`config.mk`:
```
export PLATFORM = sky130hd
export DESIGN_NAME = tftp_packet_parser_unit_flat
export DESIGN_NICKNAME = d
export VERILOG_FILES = /design/src/hdl/tpp_pkg.sv /design/src/hdl/tpp_if.sv /design/src/hdl/tftp_packet_parser_unit.sv /design/src/hdl/tpp_input_stage.sv /design/src/hdl/tpp_classifier.sv /design/src/flat_wrapper.sv
export SDC_FILE = /design/constraint.sdc
export NUM_CORES = 1
export LEC_CHECK = 0
export ABC_AREA = 0
export CORE_MARGIN = 3
export CORE_UTILIZATION = 40
export DETAILED_ROUTE_END_ITERATION = 6
export DONT_BUFFER_PORTS = 1
export MAX_ROUTING_LAYER = met4
export PLACE_DENSITY = 0.65
export SLEW_MARGIN = 30
export SYNTH_ARGS = -nofsm -noshare
export SYNTH_HDL_FRONTEND = slang
export SYNTH_SLANG_ARGS = --single-unit
```
`constraint.sdc`:
```
create_clock -name clk -period 8.6 [get_ports clk]
set_input_delay 1.29 -clock clk [delete_from_list [all_inputs] [get_ports clk]]
set_output_delay 1.29 -clock clk [all_outputs]
set_load 0.05 [all_outputs]
```
`src/hdl/tpp_pkg.sv`:
```
// Package with the phase type, byte class and status codes, and the stage item types.
`default_nettype none
package tpp_pkg;

  typedef enum logic [3:0] {
    PH_OPC_HI  = 4'd0,
    PH_OPC_LO  = 4'd1,
    PH_FNAME   = 4'd2,
    PH_MODE    = 4'd3,
    PH_ONAME   = 4'd4,
    PH_OVAL    = 4'd5,
    PH_WHI     = 4'd6,
    PH_WLO     = 4'd7,
    PH_PAYLOAD = 4'd8,
    PH_MESSAGE = 4'd9,
    PH_TRAILER = 4'd10,
    PH_IGNORE  = 4'd11
  } phase_t;

  localparam logic [3:0] CLS_OPCODE  = 4'd0;
  localparam logic [3:0] CLS_WORD    = 4'd1;
  localparam logic [3:0] CLS_FNAME   = 4'd2;
  localparam logic [3:0] CLS_MODE    = 4'd3;
  localparam logic [3:0] CLS_ONAME   = 4'd4;
  localparam logic [3:0] CLS_OVAL    = 4'd5;
  localparam logic [3:0] CLS_PAYLOAD = 4'd6;
  localparam logic [3:0] CLS_MESSAGE = 4'd7;
  localparam logic [3:0] CLS_TERM    = 4'd8;
  localparam logic [3:0] CLS_IGNORED = 4'd9;

  localparam logic [1:0] ST_OK    = 2'd0;
  localparam logic [1:0] ST_BADOP = 2'd1;
  localparam logic [1:0] ST_MAL   = 2'd2;

  localparam logic [15:0] OPC_RRQ   = 16'd1;
  localparam logic [15:0] OPC_WRQ   = 16'd2;
  localparam logic [15:0] OPC_DATA  = 16'd3;
  localparam logic [15:0] OPC_ACK   = 16'd4;
  localparam logic [15:0] OPC_ERROR = 16'd5;
  localparam logic [15:0] OPC_OACK  = 16'd6;

  localparam logic [3:0] OIDX_MAX = 4'd15;
  localparam logic [1:0] TRAILER_MAX = 2'd3;

  typedef struct packed {
    logic [7:0] data_byte;
    logic       last_byte;
  } byte_item_t;

  typedef struct packed {
    logic [7:0]  byte_out;
    logic [3:0]  byte_class;
    logic [3:0]  option_index;
    logic        packet_end;
    logic [15:0] opcode;
    logic [15:0] word_value;
    logic [4:0]  option_count;
    logic [1:0]  status;
  } result_t;

endpackage
`default_nettype wire

```
`src/hdl/tpp_if.sv`:
```
// Interfaces for the packet byte channel and the classification result channel.
`default_nettype none
interface tpp_byte_if;
  logic       valid;
  logic       ready;
  logic [7:0] data_byte;
  logic       last_byte;

  modport source (output valid, output data_byte, output last_byte, input ready);
  modport sink (input valid, input data_byte, input last_byte, output ready);
endinterface

interface tpp_result_if;
  logic        valid;
  logic        ready;
  logic [7:0]  byte_out;
  logic [3:0]  byte_class;
  logic [3:0]  option_index;
  logic        packet_end;
  logic [15:0] opcode;
  logic [15:0] word_value;
  logic [4:0]  option_count;
  logic [1:0]  status;

  modport source (output valid, output byte_out, output byte_class, output option_index,
                  output packet_end, output opcode, output word_value,
                  output option_count, output status, input ready);
  modport sink (input valid, input byte_out, input byte_class, input option_index,
                input packet_end, input opcode, input word_value,
                input option_count, input status, output ready);
endinterface
`default_nettype wire

```
`src/hdl/tftp_packet_parser_unit.sv`:
```
// Top level of the TFTP packet byte classifier.
//
// Channel   Direction  Payload
// bytes     sink       data_byte[7:0], last_byte
// results   source     byte_out, byte_class, option_index, packet_end, opcode,
//                      word_value, option_count, status
//
// One result per byte, one byte per cycle sustained while results do not stall;
// each byte moves from the input register to the result register that offers it.
// Synchronous reset clears both stage valid bits and returns the phase machine
// to the opcode high byte; the machine also returns there after each last byte.
// A stall on results holds the result register, and a new byte is taken
// whenever the input register is empty or moves on in the same cycle.
`default_nettype none
module tftp_packet_parser_unit #(
  parameter int MAX_OPTIONS = 16
) (
  input  wire logic    clk,
  input  wire logic    rst,
  tpp_byte_if.sink     bytes,
  tpp_result_if.source results
);

  logic                advance;
  logic                item_valid;
  tpp_pkg::byte_item_t item;

  tpp_input_stage u_input (
    .clk        (clk),
    .rst        (rst),
    .bytes      (bytes),
    .advance    (advance),
    .item_valid (item_valid),
    .item       (item)
  );

  tpp_classifier #(
    .MAX_OPTIONS (MAX_OPTIONS)
  ) u_classifier (
    .clk        (clk),
    .rst        (rst),
    .item_valid (item_valid),
    .item       (item),
    .advance    (advance),
    .results    (results)
  );

endmodule
`default_nettype wire

```
`src/hdl/tpp_input_stage.sv`:
```
// Input register that holds one packet byte until the classifier takes it.
`default_nettype none
module tpp_input_stage (
  input  wire logic               clk,
  input  wire logic               rst,
  tpp_byte_if.sink                bytes,
  input  wire logic               advance,
  output logic                    item_valid,
  output tpp_pkg::byte_item_t     item
);

  assign bytes.ready = !item_valid || advance;

  always_ff @(posedge clk) begin
    if (rst) begin
      item_valid <= 1'b0;
    end else if (bytes.ready) begin
      item_valid <= bytes.valid;
    end
  end

  always_ff @(posedge clk) begin
    if (bytes.valid && bytes.ready) begin
      item.data_byte <= bytes.data_byte;
      item.last_byte <= bytes.last_byte;
    end
  end

endmodule
`default_nettype wire

```
`src/hdl/tpp_classifier.sv`:
```
// Packet phase machine, per-byte classification and the result register.
`default_nettype none
module tpp_classifier #(
  parameter int MAX_OPTIONS = 16
) (
  input  wire logic               clk,
  input  wire logic               rst,
  input  wire logic               item_valid,
  input  wire tpp_pkg::byte_item_t item,
  output logic                    advance,
  tpp_result_if.source            results
);

  localparam int CNT_NEED = $clog2(MAX_OPTIONS + 1);
  localparam int CW = (CNT_NEED > 5) ? CNT_NEED : 5;

  tpp_pkg::phase_t phase, phase_next;
  logic [15:0]     opcode_reg, opcode_upd, opcode_next;
  logic [15:0]     word_reg, word_upd, word_next;
  logic [CW-1:0]   option_counter, counter_upd, counter_next;
  logic [1:0]      error_flag, error_upd, error_next;
  logic [1:0]      trailer_count, trailer_upd, trailer_next;
  logic [3:0]      cls;
  logic [3:0]      oidx;
  logic [1:0]      endst;
  logic            is_zero;
  logic            take;
  logic            res_valid;
  tpp_pkg::result_t res, res_next;

  assign advance = !res_valid || results.ready;
  assign take = item_valid && advance;
  assign is_zero = (item.data_byte == 8'd0);

  always_ff @(posedge clk) begin
    if (rst) begin
      phase          <= tpp_pkg::PH_OPC_HI;
      opcode_reg     <= '0;
      word_reg       <= '0;
      option_counter <= '0;
      error_flag     <= '0;
      trailer_count  <= '0;
    end else if (take) begin
      phase          <= phase_next;
      opcode_reg     <= opcode_next;
      word_reg       <= word_next;
      option_counter <= counter_next;
      error_flag     <= error_next;
      trailer_count  <= trailer_next;
    end
  end

  always_comb begin
    phase_next  = phase;
    opcode_upd  = opcode_reg;
    word_upd    = word_reg;
    counter_upd = option_counter;
    error_upd   = error_flag;
    trailer_upd = trailer_count;
    cls         = tpp_pkg::CLS_IGNORED;
    oidx        = 4'd0;
    endst       = tpp_pkg::ST_MAL;
    unique case (phase)
      tpp_pkg::PH_OPC_HI: begin
        cls        = tpp_pkg::CLS_OPCODE;
        opcode_upd = {item.data_byte, 8'd0};
        phase_next = tpp_pkg::PH_OPC_LO;
      end
      tpp_pkg::PH_OPC_LO: begin
        cls        = tpp_pkg::CLS_OPCODE;
        opcode_upd = {opcode_reg[15:8], item.data_byte};
        if (opcode_upd == tpp_pkg::OPC_RRQ || opcode_upd == tpp_pkg::OPC_WRQ) begin
          phase_next = tpp_pkg::PH_FNAME;
        end else if (opcode_upd == tpp_pkg::OPC_DATA || opcode_upd == tpp_pkg::OPC_ACK ||
                     opcode_upd == tpp_pkg::OPC_ERROR) begin
          phase_next = tpp_pkg::PH_WHI;
        end else if (opcode_upd == tpp_pkg::OPC_OACK) begin
          phase_next = tpp_pkg::PH_ONAME;
        end else begin
          error_upd  = tpp_pkg::ST_BADOP;
          phase_next = tpp_pkg::PH_IGNORE;
        end
      end
      tpp_pkg::PH_FNAME: begin
        cls = is_zero ? tpp_pkg::CLS_TERM : tpp_pkg::CLS_FNAME;
        if (is_zero) begin
          phase_next = tpp_pkg::PH_MODE;
        end
      end
      tpp_pkg::PH_MODE: begin
        cls = is_zero ? tpp_pkg::CLS_TERM : tpp_pkg::CLS_MODE;
        if (is_zero) begin
          phase_next = tpp_pkg::PH_ONAME;
          endst      = tpp_pkg::ST_OK;
        end
      end
      tpp_pkg::PH_ONAME: begin
        oidx = (option_counter > CW'(tpp_pkg::OIDX_MAX)) ? tpp_pkg::OIDX_MAX
                                                         : option_counter[3:0];
        cls  = is_zero ? tpp_pkg::CLS_TERM : tpp_pkg::CLS_ONAME;
        if (is_zero) begin
          phase_next = tpp_pkg::PH_OVAL;
        end
      end
      tpp_pkg::PH_OVAL: begin
        oidx = (option_counter > CW'(tpp_pkg::OIDX_MAX)) ? tpp_pkg::OIDX_MAX
                                                         : option_counter[3:0];
        cls  = is_zero ? tpp_pkg::CLS_TERM : tpp_pkg::CLS_OVAL;
        if (is_zero) begin
          if (option_counter < CW'(MAX_OPTIONS)) begin
            counter_upd = option_counter + CW'(1);
          end
          phase_next = tpp_pkg::PH_ONAME;
          endst      = tpp_pkg::ST_OK;
        end
      end
      tpp_pkg::PH_WHI: begin
        cls        = tpp_pkg::CLS_WORD;
        word_upd   = {item.data_byte, 8'd0};
        phase_next = tpp_pkg::PH_WLO;
      end
      tpp_pkg::PH_WLO: begin
        cls      = tpp_pkg::CLS_WORD;
        word_upd = {word_reg[15:8], item.data_byte};
        if (opcode_reg == tpp_pkg::OPC_DATA) begin
          phase_next = tpp_pkg::PH_PAYLOAD;
          endst      = tpp_pkg::ST_OK;
        end else if (opcode_reg == tpp_pkg::OPC_ACK) begin
          phase_next = tpp_pkg::PH_TRAILER;
          endst      = tpp_pkg::ST_OK;
        end else begin
          phase_next = tpp_pkg::PH_MESSAGE;
        end
      end
      tpp_pkg::PH_PAYLOAD: begin
        cls   = tpp_pkg::CLS_PAYLOAD;
        endst = tpp_pkg::ST_OK;
      end
      tpp_pkg::PH_MESSAGE: begin
        cls = is_zero ? tpp_pkg::CLS_TERM : tpp_pkg::CLS_MESSAGE;
        if (is_zero) begin
          phase_next = tpp_pkg::PH_TRAILER;
          endst      = tpp_pkg::ST_OK;
        end
      end
      tpp_pkg::PH_TRAILER: begin
        cls = tpp_pkg::CLS_TERM;
        if (trailer_count < tpp_pkg::TRAILER_MAX) begin
          trailer_upd = trailer_count + 2'd1;
        end
        if ((!is_zero || trailer_upd > 2'd1) && error_flag == tpp_pkg::ST_OK) begin
          error_upd = tpp_pkg::ST_MAL;
        end
        endst = tpp_pkg::ST_OK;
      end
      default: begin
        cls   = tpp_pkg::CLS_IGNORED;
        endst = (error_flag != tpp_pkg::ST_OK) ? error_flag : tpp_pkg::ST_MAL;
      end
    endcase

    if (item.last_byte) begin
      phase_next   = tpp_pkg::PH_OPC_HI;
      opcode_next  = '0;
      word_next    = '0;
      counter_next = '0;
      error_next   = '0;
      trailer_next = '0;
    end else begin
      opcode_next  = opcode_upd;
      word_next    = word_upd;
      counter_next = counter_upd;
      error_next   = error_upd;
      trailer_next = trailer_upd;
    end

    res_next.byte_out     = item.data_byte;
    res_next.byte_class   = cls;
    res_next.option_index = oidx;
    res_next.packet_end   = item.last_byte;
    res_next.opcode       = opcode_upd;
    res_next.word_value   = word_upd;
    res_next.option_count = counter_upd[4:0];
    if (item.last_byte) begin
      res_next.status = (error_upd != tpp_pkg::ST_OK) ? error_upd : endst;
    end else begin
      res_next.status = tpp_pkg::ST_OK;
    end
  end

  always_ff @(posedge clk) begin
    if (rst) begin
      res_valid <= 1'b0;
    end else if (advance) begin
      res_valid <= item_valid;
    end
  end

  always_ff @(posedge clk) begin
    if (take) begin
      res <= res_next;
    end
  end

  assign results.valid        = res_valid;
  assign results.byte_out     = res.byte_out;
  assign results.byte_class   = res.byte_class;
  assign results.option_index = res.option_index;
  assign results.packet_end   = res.packet_end;
  assign results.opcode       = res.opcode;
  assign results.word_value   = res.word_value;
  assign results.option_count = res.option_count;
  assign results.status       = res.status;

endmodule
`default_nettype wire
```
`src/flat_wrapper.sv`:
```
// flat-port wrapper written by rule: the top's interface ports become plain ports
module tftp_packet_parser_unit_flat 
#(
  parameter int MAX_OPTIONS = 16
)
  (clk, rst, bytes_valid, bytes_data_byte, bytes_last_byte, bytes_ready, results_valid, results_byte_out, results_byte_class, results_option_index, results_packet_end, results_opcode, results_word_value, results_option_count, results_status, results_ready);
  tpp_byte_if bytes_i ();
  tpp_result_if results_i ();
  input  wire logic clk;
  input  wire logic rst;
  input wire logic [$bits(bytes_i.valid)-1:0] bytes_valid;
  input wire logic [$bits(bytes_i.data_byte)-1:0] bytes_data_byte;
  input wire logic [$bits(bytes_i.last_byte)-1:0] bytes_last_byte;
  output wire logic [$bits(bytes_i.ready)-1:0] bytes_ready;
  output wire logic [$bits(results_i.valid)-1:0] results_valid;
  output wire logic [$bits(results_i.byte_out)-1:0] results_byte_out;
  output wire logic [$bits(results_i.byte_class)-1:0] results_byte_class;
  output wire logic [$bits(results_i.option_index)-1:0] results_option_index;
  output wire logic [$bits(results_i.packet_end)-1:0] results_packet_end;
  output wire logic [$bits(results_i.opcode)-1:0] results_opcode;
  output wire logic [$bits(results_i.word_value)-1:0] results_word_value;
  output wire logic [$bits(results_i.option_count)-1:0] results_option_count;
  output wire logic [$bits(results_i.status)-1:0] results_status;
  input wire logic [$bits(results_i.ready)-1:0] results_ready;
  assign bytes_i.valid = bytes_valid;
  assign bytes_i.data_byte = bytes_data_byte;
  assign bytes_i.last_byte = bytes_last_byte;
  assign bytes_ready = bytes_i.ready;
  assign results_valid = results_i.valid;
  assign results_byte_out = results_i.byte_out;
  assign results_byte_class = results_i.byte_class;
  assign results_option_index = results_i.option_index;
  assign results_packet_end = results_i.packet_end;
  assign results_opcode = results_i.opcode;
  assign results_word_value = results_i.word_value;
  assign results_option_count = results_i.option_count;
  assign results_status = results_i.status;
  assign results_i.ready = results_ready;
  tftp_packet_parser_unit #(.MAX_OPTIONS(MAX_OPTIONS)) u_core (.clk(clk), .rst(rst), .bytes(bytes_i), .results(results_i));
endmodule
```
==> results.md, run 1 <==
* Reg2Reg Depth at 5
* CP arrival at approximately 2.0 ns
* Crit path max fanout at 5
* Max stage delay on crit path at 0.40 ns
* Setup crit end kind: output pin
* Placed insts at 515
* Fin crit share at 37.9%
* Area Overhead vs Synth at 9.12%
* CTS H-tree lvls at 3
* Detailed Route Iter0 Violations at 280
* Worst path depth at 2
* Initial antenna violation count at 0
* Worst Setup Slack, final at between 5 and 6 ns
* Register share of total power at 56.9%
* Worst-path clk slew at approximately 0.080 ns
* CP top delay family: simple AND/OR/NAND/NOR gates
* Core area at 0.0111 sq mm
* Kind of start point of the critical path: primary input
* N_diodes at 0
* Drt first pass iters at 5
* Routability cong. at 0.819
* Clock share of power at 39.9%
* Die Height at 114 um
* Final wirelength at 9770 um
* Port buffer count at 0
* Leak at 1.68 nW
* Hold Path Class: flip-flop to flip-flop
* Met2 wire length at 4250 um
* Int Power at 0.857 mW
* Commonest cells in the synthesized netlist: 65 x edfxtp_1, 52 x nor2_1, 47 x dfxtp_1
* Wl on met1 at 4760 um
* Syn Nets at between 400 and 500
* Measured slew at the worst slew-check pin at 0.830 ns
* Share of layout cells above drive strength 1 at 12.3%
* CTS Buf Count at 9
* Clock sinks at 112
* Met3 WL at 675 um
* Final Cell Area at 0.00507 sq mm
* Row count at 38
* Crit path required time at roughly 7.3 ns
* Synthesis warning total at 0
* DIE WIDTH at 114 um
* PwrDens at 223 mW/mm^2
* Logic pwr share at 3.2%
* Vias in the first global route at 2914
* Synth cell types at 56
* Final Non-Filler Cells at 531
* Via-to-Cell Ratio at 5.81
* Largest area contributor in the netlist: edfxtp_1
* Ys flop type: edfxtp_1
* Largest cells by area after synthesis: edfxtp_1 42%, dfxtp_1 20%, a22oi_1 5.2%, nor2_1 4.2%, mux2_2 4.1%
* Overall Global Routing Usage at 15.5%
* Starting Density at 42.0%
* Clock buffer depth at 2
* CP Cell Sequence: nor2b_1 > nand2_1
* Worst-skew pair later-pin latency at approximately 0.34 ns
* # fillers at 1011
* Post-route DRC at 0
* Sequential-to-total area share from yosys stat at 62.2%
* Ports at 71
* DR top layer: met4
* CTS root buf: clkbuf_16
* RSZ-0062 raised after global routing: false
* Avg Cell Area, Syn at 11.7 sq um
* First-pass GRT wire length at 15600 um
* Rel. slew slack at 44.5%
* CTS tree: built
* Die ar. at 0.0130 sq mm
* Top cell type's share of synthesized area at approximately two fifths
* Post-synth EDFFs at 65
* Switching power at 0.274 mW
* Worst hold slack at 0.477 ns
* # resized after CTS at 0
* Pin count of the biggest net entering global routing at 58
* GR Overflow Total at 0
* Clock skew at 0.00672 ns
* WL/cell at between 15 and 20 um
* Worst path slowest cell: nand2_1
* Antenna Nets Post-Route at 0
* Setup Buffers After CTS at 0
* Final core utilization at 45.8%
* Final Slew Violations at 0
* Power Total at 1.13 mW
* Synthesized area at 0.00465 sq mm
* Nets@finish at 400
* Max-cap violations at 0
* Net Sw Frac at around 24%
* Ys async rst share at 0%
* Worst hold stages at 2
* Status: complete, no violations
* Area after DPL at 0.00474 sq mm
* Pre-CTS setup slack at 5.10 ns
* #FFs+latches synth at 112
* Setup TNS at 0 ns
* Top-count cell post-synth: edfxtp_1
* Vias at 3086
* Post-synthesis cell count at 399
* CP bufs+invs at 0
* Hold buffer count at CTS at 0
* Worst ir drop on vdd at 112 uV
* CP Class: primary input to output pin
* Final HPWL DP at 6190 um
* Fmax achieved at 0.307 GHz
* # setup viols final at 0
* Tmin final at 3.26 ns
* Final hold vios at 0
[per-layer routing]
metal | track usage, % | vias to the layer above
li1 | - | 1471
met2 | 21.6 | 111
met3 | 3.93 | 6
met1 | 22.3 | 1498
met4 | 4.91 | 0
met5 | - | -
[kinds of logic (layout without fill, tap and decap cells)]
group / after synthesis / count (layout) / synth area share, %
simple gates: 134 / 134 / 14.8
flops: 112 / 112 / 62.2
compound gates: 98 / 98 / 14.6
buf+inv: 30 / 22 / 2.66
mux: 17 / 17 / 4.12
xor+xnor: 7 / 7 / 1.32
fa+ha+maj: 1 / 1 / 0.269
[layout make-up]
| type | instances | area [sq um] | area share [%] |
|---|---|---|---|
| sequential | 112 | 2890 | 57.0 |
| multi-input combinational | 257 | 1640 | 32.4 |
| clock buffer | 9 | 225 | 4.44 |
| tap | 140 | 175 | 3.45 |
| clock inverter | 7 | 104 | 2.05 |
| timing repair buffer | 3 | 22.5 | 0.444 |
| inverter | 3 | 11.3 | 0.222 |
[power by group through the flow]
stage | clock (mW) | combinational (mW) | sequential (mW)
floorplan | 0 | 0.0350 | 0.646
global placement | 0 | 0.0358 | 0.656
detailed placement | 0 | 0.0364 | 0.656
CTS | 0.458 | 0.0367 | 0.644
global route | 0.477 | 0.0405 | 0.646
finish | 0.451 | 0.0363 | 0.643
[final timing paths]
kind                                startpoint                           endpoint  slack (ns)
max                              results_ready                        bytes_ready        5.34
min reg2reg  u_core.u_classifier.error_flag[1]  u_core.u_classifier.error_flag[1]        0.48
min          u_core.u_classifier.error_flag[1]  u_core.u_classifier.error_flag[1]        0.48
max reg2reg       u_core.u_classifier.phase[2]   u_core.u_classifier.word_reg[13]        5.56
[cell usage in the layout (no fill, tap or decap), types with 5 or more instances in the layout]
cell type and count:
edfxtp_1 65, o21ai_0 18, a21oi_1 11, nor2_1 52, a22o_1 8, a22oi_1 32, or4_1 6, nand3b_1 5
nand2_1 35, clkbuf_16 9, dfxtp_1 46, mux2_2 17
Note: power is estimated with default switching activity, not from simulation.
==> inputs of run 2 (changes only) <==
Settings changed: ABC_AREA 0 to 1, PLACE_DENSITY 0.65 to 0.67.
Clock period 8.6 ns to 2.6 ns, I/O delays scaled along.
==> results.md, run 2 <==
* Status: complete, no violations
* Post-synthesis cell count at 516 (+29%)
* Initial antenna violation count at 0 (unchanged)
* # fillers at 1074 (+6.2%)
* Syn Nets at 530 (+28%)
* Kind of start point of the critical path: flip-flop
* Clock buffer depth at 2 (unchanged)
* Register-to-register setup slack at 0.63 ns (-4.93 ns)
* Largest cells by area after synthesis: edfxtp_1 41%, dfxtp_1 20%, nand2_1 12%, a21oi_1 5.1%, inv_1 2.6%
* Reg2Reg Depth at 4 (-1)
* Hold buffer count at CTS at 0 (unchanged)
* Synthesized area at 0.00480 sq mm (+3.3%)
* Final hold vios at 0 (unchanged)
* # resized after CTS at 0 (unchanged)
* CTS tree: built
* Reg2reg end: u_core.u_classifier.results.opcode[11]
* Routability cong. at 0.952 (+16%)
* Setup Buffers After CTS at 0 (unchanged)
* Setup crit end kind: flip-flop
* Hold Path Class: primary input to flip-flop
* CP Class: flip-flop to flip-flop
* Core area at 0.0116 sq mm (+4.4%)
* Ys async rst share at 0% (unchanged)
* Overall Global Routing Usage at 17.0% (+1.5 points)
* Most frequent cells in the layout: 159 x nand2_1, 65 x edfxtp_1, 49 x a21oi_1, 47 x dfxtp_1, 32 x inv_1
* RSZ-0062 raised after global routing: false
* Clock skew at 0.00980 ns (+0.00308 ns)
* CP dominant cell by count: nand2_1
* WL/cell at 15.8 um (-14%)
* Final wirelength at 10500 um (+7.5%)
* DIE WIDTH at 116 um (+1.5%)
* Max-cap violations at 0 (unchanged)
* Detailed Route Iter0 Violations at 290 (+3.6%)
* Die ar. at 0.0134 sq mm (+3.1%)
* Crit path max fanout at 30 (+25)
* N_diodes at 0 (unchanged)
* #FFs+latches synth at 112 (unchanged)
* Row count at 39 (+2.6%)
* Largest area contributor in the netlist: edfxtp_1
* Footprint of the multi-input gates at 0.00164 sq mm (about the same)
* Ys flop type: edfxtp_1
* Final core utilization at 45.2% (-0.62 points)
* Crit path required time at 2.64 ns (-4.67 ns)
* Fmax achieved at 0.507 GHz
* GR Overflow Total at 0 (unchanged)
* Synth cell types at 36 (-36%)
* First-pass GRT wire length at 16700 um (+7.1%)
* # setup viols final at 0 (unchanged)
* Ports at 71 (unchanged)
* Final Slew Violations at 0 (unchanged)
* Synthesis warning total at 0 (unchanged)
* Commonest cells in the synthesized netlist: 159 x nand2_1, 65 x edfxtp_1, 49 x a21oi_1
* Worst-path clk slew at 0.07 ns (about the same)
* Top cell type's share of synthesized area at 40.6% (-1.3 points)
* Pre-CTS setup slack at 0.603 ns (-4.50 ns)
* CTS root buf: clkbuf_16
* Rel. slew slack at 54.3% (+9.7 points)
* Top-count cell post-synth: nand2_1
* Sequential-to-total area share from yosys stat at 60.2% (-2.0 points)
* Fin crit share at 75.9%
* Worst Setup Slack, final at 0.626 ns (-4.72 ns)
* Avg Cell Area, Syn at 9.31 sq um (-20%)
* Area Overhead vs Synth at 8.83%
* Tmin final at 1.97 ns
* Leak at 1.90 nW (+13%)
* Worst ir drop on vdd at 463 uV (+310%)
* Worst hold slack at 0.101 ns (-0.376 ns)
* Die Height at 116 um (+1.5%)
* Hold Crit Start: rst
* CTS H-tree lvls at 3 (unchanged)
* Port buffer count at 0 (unchanged)
* Final HPWL DP at 7180 um (+16%)
* Vias at 3489 (+13%)
* Commonest non-fill, non-tap cell in the layout: nand2_1
* Antenna Nets Post-Route at 0 (unchanged)
* Setup TNS at 0 ns (unchanged)
* Starting Density at 41.5% (-0.46 points)
* Worst hold stages at 1 (-1)
* Worst-skew pair later-pin latency at 0.35 ns (about the same)
* Drt first pass iters at 5 (unchanged)
* PwrDens at 687 mW/mm^2 (+210%)
* Via-to-Cell Ratio at 5.25 (-9.6%)
* Hold endpoint: u_core.u_classifier.phase[2]
* Pin count of the biggest net entering global routing at 48 (-17%)
* CP Cell Sequence: nand2_1 > nand2_1 > inv_2 > buf_4
* Vias in the first global route at 3261 (+12%)
* Max stage delay on crit path at 0.52 ns (+0.12 ns)
* Area occupied by registers at 0.00289 sq mm (about the same)
* Post-route DRC at 0 (unchanged)
* Worst path slowest cell: inv_2
* Post-synth EDFFs at 65 (unchanged)
* Measured slew at the worst slew-check pin at 0.685 ns (-0.144 ns)
* CP arrival at 2.01 ns (+0.04 ns)
* CTS Buf Count at 9 (unchanged)
* Nets@finish at 530 (+33%)
* RR Startpoint: u_core.u_classifier.results.valid
* Clock sinks at 112 (unchanged)
* Share of layout cells above drive strength 1 at 12.3% (about the same)
-- run 2: per-stage QoR --
stage | std cells | power (mW) | instance area (sq um)
floorplan | 516 | 2.25 | 4800
global placement | 648 | 2.29 | 4940
detailed placement | 648 | 2.30 | 4940
CTS | 664 | 3.64 | 5230
global route | 664 | 3.72 | 5230
finish | 664 | 3.59 | 5230
-- run 2: how the worst max path moves through the flow --
stage / start / to / slack [ns]
6_report: u_core.u_classifier.results.valid / u_core.u_classifier.results.opcode[11] / 0.63
5_1_grt: u_core.u_classifier.results.valid / u_core.u_classifier.results.opcode[11] / 0.51
4_1_cts: u_core.u_classifier.results.valid / u_core.u_classifier.results.opcode[12] / 0.58
3_5_place_dp: u_core.u_classifier.results.valid / u_core.u_classifier.results.opcode[12] / 0.60
3_3_place_gp: u_core.u_classifier.results.valid / u_core.u_classifier.results.opcode[13] / 0.66
2_1_floorplan: u_core.u_classifier.results.valid / u_core.u_classifier.trailer_count[1] / 0.01
-- run 2: report_power, final --
group | internal, mW | switching (mW) | leakage (nW)
logic | 0.0316 | 0.111 | 0.771
clock network | 0.749 | 0.590 | 0.138
registers | 1.94 | 0.172 | 0.989
-- run 2: cell type report --
type | instances | share of cell area [%]
multi-input cells | 340 | 31.5
repair buffers | 6 | 0.862
well taps | 143 | 3.42
flip-flops and latches | 112 | 55.4
clock buffers | 13 | 4.60
inverters | 47 | 3.47
clock inverters | 3 | 0.838
-- run 2: kinds of logic after synthesis --
group,Yosys count,synth area share (%)
simple gates,235,21.8
flops,112,60.2
compound gates,104,12.2
buf+inv,64,5.58
fa+ha+maj,1,0.261
-- run 2: routing by layer --
layer | global-route usage [%] | share of wire (%) | up-vias
met3 | 5.95 | 8.2 | 6
met2 | 25.9 | 46 | 121
met5 | - | 0 | -
met1 | 21.8 | 45 | 1641
li1 | - | - | 1721
met4 | 4.30 | 0.83 | 0
-- run 2: worst max-delay path: cells and delay by family, from the launching register on --
kind	cells	cell delay (ns)
simple gates	2	0.28
buf+inv	2	0.88
flops	1	0.48
==> inputs of run 3 (changes only) <==
Settings changed: PLACE_DENSITY 0.67 to 0.65.
Clock period 2.6 ns to 2.05 ns, I/O delays scaled along.
==> results.md, run 3 (synthesis gave the netlist of run 2 again) <==
* Register-to-register setup slack at 0.14 ns (-0.48 ns)
* Pin count of the biggest net entering global routing at 48 (unchanged)
* Setup TNS at 0 ns (unchanged)
* First-pass GRT wire length at 17300 um (+3.8%)
* Reg2Reg Depth at 6 (+2)
* Area after DPL at 0.00498 sq mm (+0.84%)
* Area Overhead vs Synth at 9.64%
* Setup Buffers After CTS at 0 (unchanged)
* Area occupied by registers at 0.00290 sq mm (+0.13%)
* Hold buffer count at CTS at 0 (unchanged)
* Worst hold stages at 1 (unchanged)
* Worst-path clk slew at 0.07 ns (about the same)
* Routability cong. at 0.858 (-9.8%)
* Leak at 1.91 nW (+0.45%)
* Initial antenna violation count at 0 (unchanged)
* Starting Density at 41.5% (unchanged)
* # setup viols final at 0 (unchanged)
* Final HPWL DP at 7570 um (+5.5%)
* CTS root buf: clkbuf_16
* Status: complete, no violations
* # fillers at 1070 (-0.37%)
* Die Height at 116 um (unchanged)
* Footprint of the multi-input gates at 0.00165 sq mm (+0.23%)
* Post-route DRC at 0 (unchanged)
* CTS Buf Count at 9 (unchanged)
* Worst ir drop on vdd at 700 uV (+51%)
* Die ar. at 0.0134 sq mm (unchanged)
* Port buffer count at 0 (unchanged)
* Via-to-Cell Ratio at 5.23 (-0.54%)
* Vias in the first global route at 3397 (+4.2%)
* Hold endpoint: u_core.u_classifier.word_reg[5]
* Hold Crit Start: rst
* Tmin final at 1.91 ns (-0.0666 ns)
* Crit path required time at 2.13 ns (-0.51 ns)
* Max-cap violations at 0 (unchanged)
* Core area at 0.0116 sq mm (unchanged)
* CP arrival at 1.99 ns (-0.02 ns)
* Kind of start point of the critical path: flip-flop
* CP Class: flip-flop to flip-flop
* CP Cell Sequence: inv_4 > nand2_4 > inv_2 > nand2_1 > a31oi_1 > or3b_2
* Clock buffer depth at 2 (unchanged)
* Setup crit end kind: flip-flop
* CTS H-tree lvls at 3 (unchanged)
* Ports at 71 (unchanged)
* RSZ-0062 raised after global routing: false
* GR Overflow Total at 0 (unchanged)
* Final Slew Violations at 0 (unchanged)
* Detailed Route Iter0 Violations at 248 (-14%)
* Crit path from: u_core.u_classifier.phase[1]
* CTS tree: built
* Most frequent cells in the layout: 159 x nand2_1, 65 x edfxtp_1, 49 x a21oi_1, 46 x dfxtp_1, 32 x inv_1
* Measured slew at the worst slew-check pin at 0.492 ns (-0.193 ns)
* Reg2reg end: u_core.u_classifier.results.byte_class[3]
* Antenna Nets Post-Route at 0 (unchanged)
* Fmax achieved at 0.524 GHz (+3.5%)
* Row count at 39 (unchanged)
* Final hold vios at 0 (unchanged)
* Worst-skew pair later-pin latency at 0.35 ns (about the same)
* Hold Path Class: primary input to flip-flop
* Max stage delay on crit path at 0.58 ns (+0.06 ns)
* WL/cell at 16.0 um (+1.4%)
* Vias at 3491 (+0.057%)
* Nets@finish at 534 (+0.75%)
* Clock skew at 0.0105 ns (+0.000658 ns)
* Worst path slowest cell: dfxtp_1
* # resized after CTS at 0 (unchanged)
* Fin crit share at 93.0% (+17 points)
* N_diodes at 0 (unchanged)
* Final wirelength at 10700 um (+2.0%)
* RR Startpoint: u_core.u_classifier.phase[1]
* Clock sinks at 112 (unchanged)
* DIE WIDTH at 116 um (unchanged)
* Crit path max fanout at 10 (-67%)
* Final Cell Area at 0.00527 sq mm (+0.74%)
* Power Total at 4.55 mW (+27%)
* Drt first pass iters at 5 (unchanged)
* Commonest non-fill, non-tap cell in the layout: nand2_1
* Overall Global Routing Usage at 17.6% (+0.55 points)
* PwrDens at 863 mW/mm^2 (+26%)
* Rel. slew slack at 67.2% (+13 points)
* Share of layout cells above drive strength 1 at 13.1% (+0.86 points)
## run 3: area by class of cell
cell class              count  area share (%)
repair buffers             10            1.43
well taps                 143            3.40
clock inverters             4           0.856
inverters                  47            3.52
multi-input cells         340            31.3
flip-flops and latches    112            55.0
clock buffers              12            4.49
## run 3: through the flow
| step | setup WS, ns | hold WS, ns | utilization (%) | instances |
|---|---|---|---|---|
| finish | 0.143 | 0.0141 | 45.5 | 668 |
| global route | 0.0565 | 0.000760 | 45.5 | 668 |
| CTS | 0.146 | 0.00508 | 45.5 | 668 |
| floorplan | 0.0373 | 0.406 | - | 516 |
| global placement | 0.143 | 0.382 | 43.1 | 652 |
| detailed placement | 0.179 | 0.384 | 43.1 | 652 |
## run 3: critical path: cells and delay by family (launching register included)
kind / cells / cell delay, ns
buffers and inverters: 2 / 0.17
AOI/OAI and AO/OA: 1 / 0.11
DFF: 1 / 0.58
and+or+nand+nor: 3 / 0.77
## run 3: worst max path at each step
stage / endpoint / slack, ns / depth (start not counted)
after global placement: u_core.u_classifier.results.byte_class[3] / 0.14 / 6
after global routing: u_core.u_classifier.results.byte_class[3] / 0.06 / 6
final: u_core.u_classifier.results.byte_class[3] / 0.14 / 6
after floorplan: u_core.u_classifier.error_flag[0] / 0.04 / 5
after detailed placement: u_core.u_classifier.results.byte_class[3] / 0.18 / 6
after CTS: u_core.u_classifier.results.byte_class[3] / 0.15 / 6
## run 3: layer usage
layer | up-vias | GRT usage, % | share of wire (%)
met5 | - | - | 0
met4 | 0 | 5.87 | 1.6
met3 | 12 | 5.01 | 5.6
met2 | 107 | 26.9 | 45
met1 | 1645 | 22.5 | 48
li1 | 1727 | - | -
## run 3: power breakdown
part           switching, mW  total [mW]  internal (mW)
registers              0.219        2.68           2.46
logic                  0.146       0.192         0.0461
clock network          0.736        1.68          0.941
total                   1.10        4.55           3.44
